### src/design/lfps_pkg.sv
// ----------------------------------------------------------------------------
// lfps_pkg: shared types and constants for the line-follow PID steering block
// Command codes, action codes, register indexes, field widths and the
// configuration bundle handed from the register file to the datapath.
// ----------------------------------------------------------------------------
`default_nettype none

package lfps_pkg;

  localparam int OP_W      = 3;
  localparam int SPEED_W   = 16;
  localparam int GAIN_W    = 16;
  localparam int BASE_W    = 15;
  localparam int LIMIT_W   = 19;
  localparam int SUM_W     = 20;
  localparam int ACT_W     = 2;
  localparam int CFG_IDX_W = 3;
  localparam int CFG_DAT_W = 19;

  typedef enum logic [OP_W-1:0] {
    OP_RIGHT     = 3'd0,
    OP_LEFT      = 3'd1,
    OP_STRAIGHT  = 3'd2,
    OP_HALT      = 3'd3,
    OP_NOT_FOUND = 3'd4
  } op_t;

  typedef enum logic [ACT_W-1:0] {
    ACT_PID    = 2'd0,
    ACT_HALT   = 2'd1,
    ACT_SEARCH = 2'd2
  } act_t;

  localparam logic [CFG_IDX_W-1:0] CFG_GAIN_P    = 3'd0;
  localparam logic [CFG_IDX_W-1:0] CFG_GAIN_I    = 3'd1;
  localparam logic [CFG_IDX_W-1:0] CFG_GAIN_D    = 3'd2;
  localparam logic [CFG_IDX_W-1:0] CFG_BASE      = 3'd3;
  localparam logic [CFG_IDX_W-1:0] CFG_INT_LIMIT = 3'd4;
  localparam logic [CFG_IDX_W-1:0] CFG_MAX_RPM   = 3'd5;

  localparam logic [GAIN_W-1:0]  RST_GAIN_P    = 16'd2458;
  localparam logic [GAIN_W-1:0]  RST_GAIN_I    = 16'd205;
  localparam logic [GAIN_W-1:0]  RST_GAIN_D    = 16'd1229;
  localparam logic [BASE_W-1:0]  RST_BASE      = 15'd560;
  localparam logic [LIMIT_W-1:0] RST_INT_LIMIT = 19'd4800;
  localparam logic [BASE_W-1:0]  RST_MAX_RPM   = 15'd2880;

  typedef struct packed {
    logic [GAIN_W-1:0]  gain_p;
    logic [GAIN_W-1:0]  gain_i;
    logic [GAIN_W-1:0]  gain_d;
    logic [BASE_W-1:0]  cruise_speed;
    logic [LIMIT_W-1:0] sum_limit;
    logic [BASE_W-1:0]  max_rpm;
  } cfg_t;

  typedef struct packed {
    logic               valid;
    logic [SPEED_W-1:0] left_speed;
    logic [SPEED_W-1:0] right_speed;
    act_t               action;
  } result_t;

  typedef struct packed {
    logic               we;
    logic [SUM_W-1:0]   error_sum;
    logic [SPEED_W-1:0] last_error;
  } state_upd_t;

endpackage

`default_nettype wire

### src/design/lfps_cfg_regs.sv
// ----------------------------------------------------------------------------
// lfps_cfg_regs: configuration register file
// Six write-only registers loaded from the plain write port and truncated to
// their own widths. Writes to unused indexes are dropped.
// ----------------------------------------------------------------------------
`default_nettype none

module lfps_cfg_regs (
  input  wire logic                            clk,
  input  wire logic                            rst_n,
  input  wire logic                            cfg_we,
  input  wire logic [lfps_pkg::CFG_IDX_W-1:0]  cfg_index,
  input  wire logic [lfps_pkg::CFG_DAT_W-1:0]  cfg_wdata,
  output lfps_pkg::cfg_t                       cfg
);
  import lfps_pkg::*;

  cfg_t cfg_r;
  cfg_t cfg_nxt;

  always_comb begin
    cfg_nxt = cfg_r;
    if (cfg_we) begin
      unique case (cfg_index)
        CFG_GAIN_P:    cfg_nxt.gain_p       = cfg_wdata[GAIN_W-1:0];
        CFG_GAIN_I:    cfg_nxt.gain_i       = cfg_wdata[GAIN_W-1:0];
        CFG_GAIN_D:    cfg_nxt.gain_d       = cfg_wdata[GAIN_W-1:0];
        CFG_BASE:      cfg_nxt.cruise_speed = cfg_wdata[BASE_W-1:0];
        CFG_INT_LIMIT: cfg_nxt.sum_limit    = cfg_wdata[LIMIT_W-1:0];
        CFG_MAX_RPM:   cfg_nxt.max_rpm      = cfg_wdata[BASE_W-1:0];
        default:       cfg_nxt = cfg_r;
      endcase
    end
  end

  always_ff @(posedge clk) begin
    if (!rst_n) begin
      cfg_r.gain_p       <= RST_GAIN_P;
      cfg_r.gain_i       <= RST_GAIN_I;
      cfg_r.gain_d       <= RST_GAIN_D;
      cfg_r.cruise_speed <= RST_BASE;
      cfg_r.sum_limit    <= RST_INT_LIMIT;
      cfg_r.max_rpm      <= RST_MAX_RPM;
    end else begin
      cfg_r <= cfg_nxt;
    end
  end

  assign cfg = cfg_r;

endmodule

`default_nettype wire

### src/design/lfps_pid_core.sv
// ----------------------------------------------------------------------------
// lfps_pid_core: one-step steering datapath
// Forms the error for a command, updates the clamped integral, computes the
// three gain products, scales the sum and clamps both wheel speeds.
// ----------------------------------------------------------------------------
`default_nettype none

module lfps_pid_core (
  input  wire logic [lfps_pkg::OP_W-1:0]     op,
  input  wire logic [lfps_pkg::SPEED_W-1:0]  offset,
  input  lfps_pkg::cfg_t                     cfg,
  input  wire logic [lfps_pkg::SUM_W-1:0]    error_sum,
  input  wire logic [lfps_pkg::SPEED_W-1:0]  last_error,
  output lfps_pkg::result_t                  res,
  output lfps_pkg::state_upd_t               upd
);
  import lfps_pkg::*;

  logic signed [SPEED_W-1:0]   err;
  logic signed [SPEED_W-1:0]   off_s;
  logic signed [SUM_W-1:0]     sum_in;
  logic signed [SUM_W:0]       acc;
  logic signed [SUM_W:0]       lim;
  logic signed [SUM_W-1:0]     sum_new;
  logic signed [SPEED_W:0]     deriv;
  logic signed [32:0]          p_term;
  logic signed [36:0]          i_term;
  logic signed [33:0]          d_term;
  logic signed [38:0]          total;
  logic signed [26:0]          pid;
  logic signed [27:0]          base_x;
  logic signed [27:0]          max_x;
  logic signed [27:0]          left_raw;
  logic signed [27:0]          right_raw;
  logic signed [27:0]          left_c;
  logic signed [27:0]          right_c;
  logic                        steer;

  assign off_s = $signed(offset);

  always_comb begin
    err    = '0;
    sum_in = $signed(error_sum);
    steer  = 1'b0;
    unique case (op)
      OP_RIGHT: begin
        err   = off_s;
        steer = 1'b1;
      end
      OP_LEFT: begin
        // The most negative offset has no positive twin and saturates.
        err   = (off_s == 16'sh8000) ? 16'sh7fff : -off_s;
        steer = 1'b1;
      end
      OP_STRAIGHT: begin
        sum_in = $signed(error_sum) >>> 1;
        steer  = 1'b1;
      end
      default: begin
        err = '0;
      end
    endcase
  end

  always_comb begin
    acc = {sum_in[SUM_W-1], sum_in} + {{(SUM_W+1-SPEED_W){err[SPEED_W-1]}}, err};
    lim = $signed({2'b00, cfg.sum_limit});
    if (acc > lim) begin
      acc = lim;
    end else if (acc < -lim) begin
      acc = -lim;
    end
    sum_new = acc[SUM_W-1:0];
  end

  assign deriv  = {err[SPEED_W-1], err} - {last_error[SPEED_W-1], last_error};
  assign p_term = $signed({1'b0, cfg.gain_p}) * err;
  assign i_term = $signed({1'b0, cfg.gain_i}) * sum_new;
  assign d_term = $signed({1'b0, cfg.gain_d}) * deriv;
  assign total  = {{6{p_term[32]}}, p_term} + {{2{i_term[36]}}, i_term}
                + {{5{d_term[33]}}, d_term};
  // Arithmetic shift gives the floor of the Q4.12 scaling.
  assign pid    = total[38:12];

  assign base_x    = $signed({13'd0, cfg.cruise_speed});
  assign max_x     = $signed({13'd0, cfg.max_rpm});
  assign left_raw  = base_x + {pid[26], pid};
  assign right_raw = base_x - {pid[26], pid};

  always_comb begin
    left_c = left_raw;
    if (left_raw > max_x) begin
      left_c = max_x;
    end else if (left_raw < -max_x) begin
      left_c = -max_x;
    end
    right_c = right_raw;
    if (right_raw > max_x) begin
      right_c = max_x;
    end else if (right_raw < -max_x) begin
      right_c = -max_x;
    end
  end

  always_comb begin
    res.valid       = 1'b1;
    res.left_speed  = left_c[SPEED_W-1:0];
    res.right_speed = right_c[SPEED_W-1:0];
    res.action      = ACT_PID;
    upd.we          = 1'b1;
    upd.error_sum   = sum_new;
    upd.last_error  = err;
    unique case (op)
      OP_HALT: begin
        res.left_speed  = '0;
        res.right_speed = '0;
        res.action      = ACT_HALT;
        upd.error_sum   = '0;
        upd.last_error  = '0;
      end
      OP_NOT_FOUND: begin
        res.left_speed  = -{1'b0, cfg.cruise_speed};
        res.right_speed = {1'b0, cfg.cruise_speed};
        res.action      = ACT_SEARCH;
        upd.error_sum   = '0;
        upd.last_error  = '0;
      end
      default: begin
        res.valid = steer;
        upd.we    = steer;
      end
    endcase
  end

endmodule

`default_nettype wire

### src/design/line_follow_pid_steering.sv
// ----------------------------------------------------------------------------
// line_follow_pid_steering: PID line-follow steering for a two-wheel drive
// Turns right, left, straight, halt and not-found commands into wheel speeds.
// ----------------------------------------------------------------------------
// Usage:
//   The input channel (in_valid/in_ready) carries a command code and a signed
//   Q11.4 line offset. The result channel (out_valid/out_ready) returns the
//   left and right wheel speeds in Q11.4 rpm and an action code. Unknown
//   commands are consumed and produce no result word.
//   A word accepted lands in the input register; the datapath
//   (three gain multipliers, the integral clamp and the wheel clamps) fills
//   the result register from it whenever the result register can advance.
//   One word per cycle is sustained while the receiver takes results; that
//   pass through the multipliers sets the clock.
//   When the receiver stalls, the result register holds its word and the
//   input register still takes one more word; input ready drops only while
//   both are full.
//   Reset clears both registers' valid flags, the integral and the previous
//   error, and loads the default gains and limits. The user writes cfg_ port
//   registers only with no command in flight; the block does not enforce it.
// ----------------------------------------------------------------------------
`default_nettype none

module line_follow_pid_steering (
  input  wire logic                            clk,
  input  wire logic                            rst_n,
  input  wire logic                            in_valid,
  output logic                                 in_ready,
  input  wire logic [lfps_pkg::OP_W-1:0]       in_operation,
  input  wire logic [lfps_pkg::SPEED_W-1:0]    in_offset,
  output logic                                 out_valid,
  input  wire logic                            out_ready,
  output logic [lfps_pkg::SPEED_W-1:0]         out_left_speed,
  output logic [lfps_pkg::SPEED_W-1:0]         out_right_speed,
  output logic [lfps_pkg::ACT_W-1:0]           out_action,
  input  wire logic                            cfg_we,
  input  wire logic [lfps_pkg::CFG_IDX_W-1:0]  cfg_index,
  input  wire logic [lfps_pkg::CFG_DAT_W-1:0]  cfg_wdata
);
  import lfps_pkg::*;

  cfg_t                cfg;
  result_t             res;
  state_upd_t          upd;

  logic                s1_valid_r;
  logic [OP_W-1:0]     s1_op_r;
  logic [SPEED_W-1:0]  s1_offset_r;
  logic                out_valid_r;
  logic [SPEED_W-1:0]  out_left_r;
  logic [SPEED_W-1:0]  out_right_r;
  act_t                out_action_r;
  logic [SUM_W-1:0]    error_sum_r;
  logic [SPEED_W-1:0]  last_error_r;
  logic                advance;
  logic                s1_valid_nxt;
  logic                out_valid_nxt;

  lfps_cfg_regs u_cfg (
    .clk       (clk),
    .rst_n     (rst_n),
    .cfg_we    (cfg_we),
    .cfg_index (cfg_index),
    .cfg_wdata (cfg_wdata),
    .cfg       (cfg)
  );

  lfps_pid_core u_core (
    .op         (s1_op_r),
    .offset     (s1_offset_r),
    .cfg        (cfg),
    .error_sum  (error_sum_r),
    .last_error (last_error_r),
    .res        (res),
    .upd        (upd)
  );

  // The result register can take a new word when empty or being drained.
  assign advance  = !out_valid_r || out_ready;
  assign in_ready = !s1_valid_r || advance;

  always_comb begin
    s1_valid_nxt = s1_valid_r;
    if (in_ready) begin
      s1_valid_nxt = in_valid;
    end
    out_valid_nxt = out_valid_r;
    if (advance) begin
      out_valid_nxt = s1_valid_r && res.valid;
    end
  end

  always_ff @(posedge clk) begin
    if (!rst_n) begin
      s1_valid_r   <= 1'b0;
      out_valid_r  <= 1'b0;
      error_sum_r  <= '0;
      last_error_r <= '0;
    end else begin
      s1_valid_r  <= s1_valid_nxt;
      out_valid_r <= out_valid_nxt;
      if (s1_valid_r && advance && upd.we) begin
        error_sum_r  <= upd.error_sum;
        last_error_r <= upd.last_error;
      end
    end
  end

  always_ff @(posedge clk) begin
    if (in_ready && in_valid) begin
      s1_op_r     <= in_operation;
      s1_offset_r <= in_offset;
    end
    if (advance && s1_valid_r) begin
      out_left_r   <= res.left_speed;
      out_right_r  <= res.right_speed;
      out_action_r <= res.action;
    end
  end

  assign out_valid       = out_valid_r;
  assign out_left_speed  = out_left_r;
  assign out_right_speed = out_right_r;
  assign out_action      = out_action_r;

  a_ready_when_empty: assert property (@(posedge clk) disable iff (!rst_n)
    !out_valid_r |-> in_ready)
    else $error("input stalled while the result register is empty");

  a_halt_clears: assert property (@(posedge clk) disable iff (!rst_n)
    (s1_valid_r && advance && (s1_op_r == OP_HALT || s1_op_r == OP_NOT_FOUND))
    |=> (error_sum_r == '0 && last_error_r == '0))
    else $error("halt or not-found did not clear the controller state");

  a_unknown_silent: assert property (@(posedge clk) disable iff (!rst_n)
    (s1_valid_r && advance && !res.valid)
    |=> (!out_valid_r && $stable(error_sum_r) && $stable(last_error_r)))
    else $error("unknown command produced a result or changed the state");

  a_result_action: assert property (@(posedge clk) disable iff (!rst_n)
    (s1_valid_r && advance && s1_op_r == OP_HALT)
    |=> (out_valid_r && out_action_r == ACT_HALT && out_left_r == '0))
    else $error("halt result word is wrong");

endmodule

`default_nettype wire

### config.mk
export PLATFORM = sky130hd
export DESIGN_NAME = line_follow_pid_steering
export DESIGN_NICKNAME = d
export VERILOG_FILES = /design/src/design/lfps_pkg.sv /design/src/design/lfps_cfg_regs.sv /design/src/design/lfps_pid_core.sv /design/src/design/line_follow_pid_steering.sv
export SDC_FILE = /design/constraint.sdc
export NUM_CORES = 2
export LEC_CHECK = 0
export ABC_AREA = 0
export BUFFER_PORTS_ARGS = -buffer_cell sky130_fd_sc_hd__buf_4
export CORE_MARGIN = 5
export CORE_UTILIZATION = 39
export DETAILED_ROUTE_END_ITERATION = 6
export SYNTH_ARGS = -nofsm -noshare
export SYNTH_HDL_FRONTEND = slang
export SYNTH_SLANG_ARGS = --single-unit
### constraint.sdc
create_clock -name clk -period 47.1 [get_ports clk]
set_clock_uncertainty 0.15 [all_clocks]
set_input_delay 9.42 -clock clk [delete_from_list [all_inputs] [get_ports clk]]
set_output_delay 9.42 -clock clk [all_outputs]
set_load 0.02 [all_outputs]
---- Yosys cells after proc, flatten, opt, wreduce, memory -nomap -nowiden ----
Index checks and enable logic that the tools add are counted.
Widths: inputs -> output; s select.
storage, ports and cells
  ROM bits ................................ 0
  word-level logic and storage cells ...... 75
  latch bits .............................. 0
  memory bits (writable) .................. 0
  memories ................................ 0
  register bits after elaboration ......... 188
  output and inout bits ................... 36
  bits of input ports ..................... 46
cells by class
  $add $sub $neg .......................... 10
  bitwise logic cells ..................... 0
  multiplexer cells ....................... 13
  divide/modulo/power cells ............... 0
  magnitude comparators ................... 6
  shift operators ......................... 0
  reductions and logical operators ........ 18
  equal/unequal tests ..................... 10
  multipliers ............................. 3
operator list
  cell                  count
  $mux 16               5
  $pmux 34 s2           1
  $gt 28x16->1          2
  $lt 28x28->1          2
  $mux 20               2
  $add 38x34->39        1
  $add 33x37->38        1
  $mul 17x20->37        1
  $mux 36               1
  $mul 17x17->34        1
  $mul 17x16->33        1
  $pmux 16 s2           1
  $add 16x27->28        1
  $neg 15->28           1
  $sub 16x27->28        1
  $add 20x16->21        1
  $gt 21x20->1          1
  $lt 21x21->1          1
  $neg 19->21           1
  $mux 19               1
  $sub 16x16->17        1
  $eq 16x16->1 const B  1
  $neg 15->16           1
  $neg 16->16           1
  other kinds (11)      29

---- Longest topological paths before layout ----
  depth in word-level cells ............... 15
  mapped depth ............................ 93
  depth with buffers taken out ............ 85

---- Cells and area by module ----
Synthesis repeated with hierarchy kept, for this count alone.
unflattened totals
  cells, all modules ...................... 5,594
  area, all modules ....................... 49,687.7 um^2
modules (own cells, without submodules)
  module                    area each (um^2)  cells each  seq. area each (um^2)  times used
  lfps_pid_core             42,764.8          5,011       0.0                    1
  lfps_cfg_regs             3,753.6           362         1,941.9                1
  line_follow_pid_steering  3,169.3           221         2,352.3                1

---- Worst setup path after synthesis ----
Ideal clock, no wire load.
  kind .................................... input to output
  start ................................... input port out_ready
  end ..................................... output port in_ready
  required time ........................... 37.530 ns
  stages on the path ...................... 1
  slack ................................... 27.837 ns
  buffers on the path ..................... 0
  arrival ................................. 9.693 ns
  path through ............................ nand3b_1
between the ends
  longest elaborated chain between the ends .. 2
ends and longest elaborated chain
  item              line                            source
  from (decl)       line_follow_pid_steering.sv:32  input wire logic out_ready,
  $logic_or 1x1->1  line_follow_pid_steering.sv:79  assign advance = !out_valid_r || out_ready;
  $logic_or 1x1->1  line_follow_pid_steering.sv:80  assign in_ready = !s1_valid_r || advance;
  to (decl)         line_follow_pid_steering.sv:28  output logic in_ready,
No other way between the ends.

==> impl_metrics.ini <==
[run_status]
status = finished clean

[routing]
dr.pass1.iters = 6
finalWirelength_mm = 143.7
vias_per_cell = 5.288
vias = 36990
remaining_drc_errors = 0
wire_per_inst_um = 20.54
ant_nets = 0
drtIter0Drc = 2495

[sta]
slew_violations = 0
finalSetupViolations = 0
hold_viol = 0
max_freq_ghz = 0.05142
fin_tns_setup_ps = 0
layout_min_cycle_time_ps = 19450
worst_pin_slew_ps = 1199
max-slew-margin-rel_pct = 19.74
rsz0062_at_grt = no
period_share_pct = 41.29

[synthesis]
yosysWarnings = 0
synth-seq-area-share_pct = 8.964
yosys_most_used_dff = dfxtp_1
yosysTopAreaCell = fa_1
async_reset_ff_share_pct = 0
synth_top_area_share_pct = 36.40
yosys-top-cells-area = fa_1 (36%), ha_1 (13%), inv_1 (8.3%)
syn-cell-area_um2 = 47900
synth-seq-cells = 188
synth_edf_count = 53
synth_cells = 5448
syn_area_per_cell_um2 = 8.793
ys_types = 104
synth.net_count = 6872

[worst_setup_path]
path_depth = 79
slowest_delay_ps = 780
cp_max_fo = 38
r2r_cells = 79
endpoint = out_left_speed[4]$_DFFE_PP_
setup.worst_path.class = flip-flop to flip-flop
ff2ff_setup_slack_ps = 27650
reg2reg_to = out_left_speed[4]$_DFFE_PP_
crit_start = s1_offset_r[0]$_DFFE_PP_
arrival_ps = 19520
crit_required_ps = 47170
path_delay_family = adder cells
cp_slowest_cell = and3_1
path_buf_inv = 12
r2r_start = s1_offset_r[0]$_DFFE_PP_
crit_path_start_kind = flip-flop
crit_path_end_kind = flip-flop

[floorplanning]
initial_core_util_pct = 39.31
io_pins = 82
die_area_um2 = 129900
row_count = 128
core_um2 = 121900
die_w_um = 360.5
die_h_um = 360.5

[clock_tree]
cts_tree = yes
cts_made_buffers = 17
clk_pin_slew_worst_paths_ps = 90
cts_hold_buf = 0
cts_buffer_depth = 2
clock_latency_ps = 520
cts-htree-levels = 4
clkSinkCount = 188
root_buffer = clkbuf_16
postCtsResizedCells = 0
postCtsSetupBuffers = 0

[placed_design]
dp_hpwl_mm = 119.9
port-buffer-count = 81
placed_cells = 6962
gp_congestion = 0.9075

[min_path]
hold_class = flip-flop to flip-flop
worstHoldPathCells = 2

[grt]
grt.busiest_layer = met2
use_met1_pct = 30.79
grt_pass1_wl_mm = 229.7
grt_pass1_vias = 39180
antenna_found_initial = 2
use_met2_pct = 36.19
grt_max_degree = 69
grt_overflow = 0
track_usage_pct = 22.43
grt_util_met3_pct = 4.293

[flow_run]
cap_violations = 0

[cells_and_area]
syn2layout_area_growth_pct = 5.858
drive_above_1_share_pct = 5.234
finalNonFillerCells = 6995
final_cell_mix = inv_1 (1053), fa_1 (871), nand2_1 (772), ha_1 (507), and2_1 (323)
final_nets = 6780
final_common_cell = inv_1
==> how the worst min path moves through the flow <==
stage	startpoint	endpoint	slack (ps)
CTS	u_cfg.cfg[50]$_SDFFE_PN0P_	u_cfg.cfg[50]$_SDFFE_PN0P_	320
floorplan	error_sum_r[0]$_SDFFE_PN0P_	error_sum_r[0]$_SDFFE_PN0P_	270
finish	u_cfg.cfg[50]$_SDFFE_PN0P_	u_cfg.cfg[50]$_SDFFE_PN0P_	320
global route	u_cfg.cfg[50]$_SDFFE_PN0P_	u_cfg.cfg[50]$_SDFFE_PN0P_	350
detailed placement	u_cfg.cfg[52]$_SDFFE_PN1P_	u_cfg.cfg[52]$_SDFFE_PN1P_	310
global placement	error_sum_r[0]$_SDFFE_PN0P_	error_sum_r[0]$_SDFFE_PN0P_	290
==> metrics by stage <==
step           utilization [%]  hold slack (ps)  cell area, um2  setup WS (ps)
2_1_floorplan                -            271.2           47900          27840
3_3_place_gp             41.11            291.4           50100          27670
3_5_place_dp             41.11            305.7           50100          27660
4_1_cts                  41.61            322.9           50710          27660
5_1_grt                  41.61            352.4           50710          26040
6_report                 41.61            323.4           50710          27650
==> cells in the mapped netlist (84+ instances only) <==
| master | instances |
|---|---|
| a21boi_0 | 84 |
| a21oi_1 | 111 |
| and2_1 | 323 |
| clkbuf_1 | 208 |
| dfxtp_1 | 135 |
| fa_1 | 871 |
| ha_1 | 507 |
| inv_1 | 1053 |
| nand2_1 | 772 |
| nand3_1 | 87 |
| nor2_1 | 207 |
| nor2b_1 | 108 |
| o21ai_0 | 98 |
| xnor2_1 | 93 |
==> flip-flops by register name, summed over array words and instances, names as in the netlist, 2 cells and up <==
signal	cells
out_right_speed	16
error_sum_r	20
u_cfg.cfg	97
s1_offset_r	16
out_action	2
last_error_r	16
s1_op_r	3
out_left_speed	16
==> logic make-up (layout without fill, tap and decap cells) <==
| logic type | Yosys count | in the layout | synth area share [%] |
|---|---|---|---|
| AOI/OAI and AO/OA | 613 | 613 | 9.058 |
| adders and majority gates | 1379 | 1379 | 49.66 |
| muxes | 81 | 81 | 1.776 |
| xor gates and xnor gates | 138 | 138 | 2.609 |
| other | 0 | 1 | 0 |
| and+or+nand+nor | 1739 | 1739 | 17.48 |
| DFF | 188 | 188 | 8.964 |
| buffers and inverters | 1310 | 1231 | 10.45 |
==> worst reg2reg max path: cells and delay by family, from the launching register on <==
| kind | cells | cell delay [ps] |
|---|---|---|
| flip-flops | 1 | 410 |
| AO/OA/AOI/OAI | 28 | 5210 |
| adder cells (fa/ha/maj) | 17 | 7090 |
| buffers and inverters | 12 | 1550 |
| AND/OR/NAND/NOR | 16 | 2940 |
| XOR/XNOR | 3 | 580 |
| multiplexers | 3 | 1240 |
==> per-layer routing <==
metal  vias up  wire (um)  share of wire [%]
met4         0       4718                3.3
met5         -          0                  0
met1     18840      63310                 44
met2      1089      65620                 46
met3       224      10020                7.0
li1      16840          -                  -
==> cell type report <==
| cell class | instances | area (um2) |
|---|---|---|
| Clock inverter | 15 | 185.2 |
| Tap cell | 1625 | 2033 |
| Timing Repair Buffer | 146 | 1096 |
| Clock buffer | 17 | 425.4 |
| Fill cell | 12080 | 71170 |
| Multi-Input combinational cell | 3950 | 38720 |
| Antenna cell | 1 | 2.502 |
| Inverter | 1053 | 3953 |
| Sequential cell | 188 | 4294 |
Power is not shown: default switching activity piles up to over one toggle a cycle in this logic, so the estimate is an artifact.
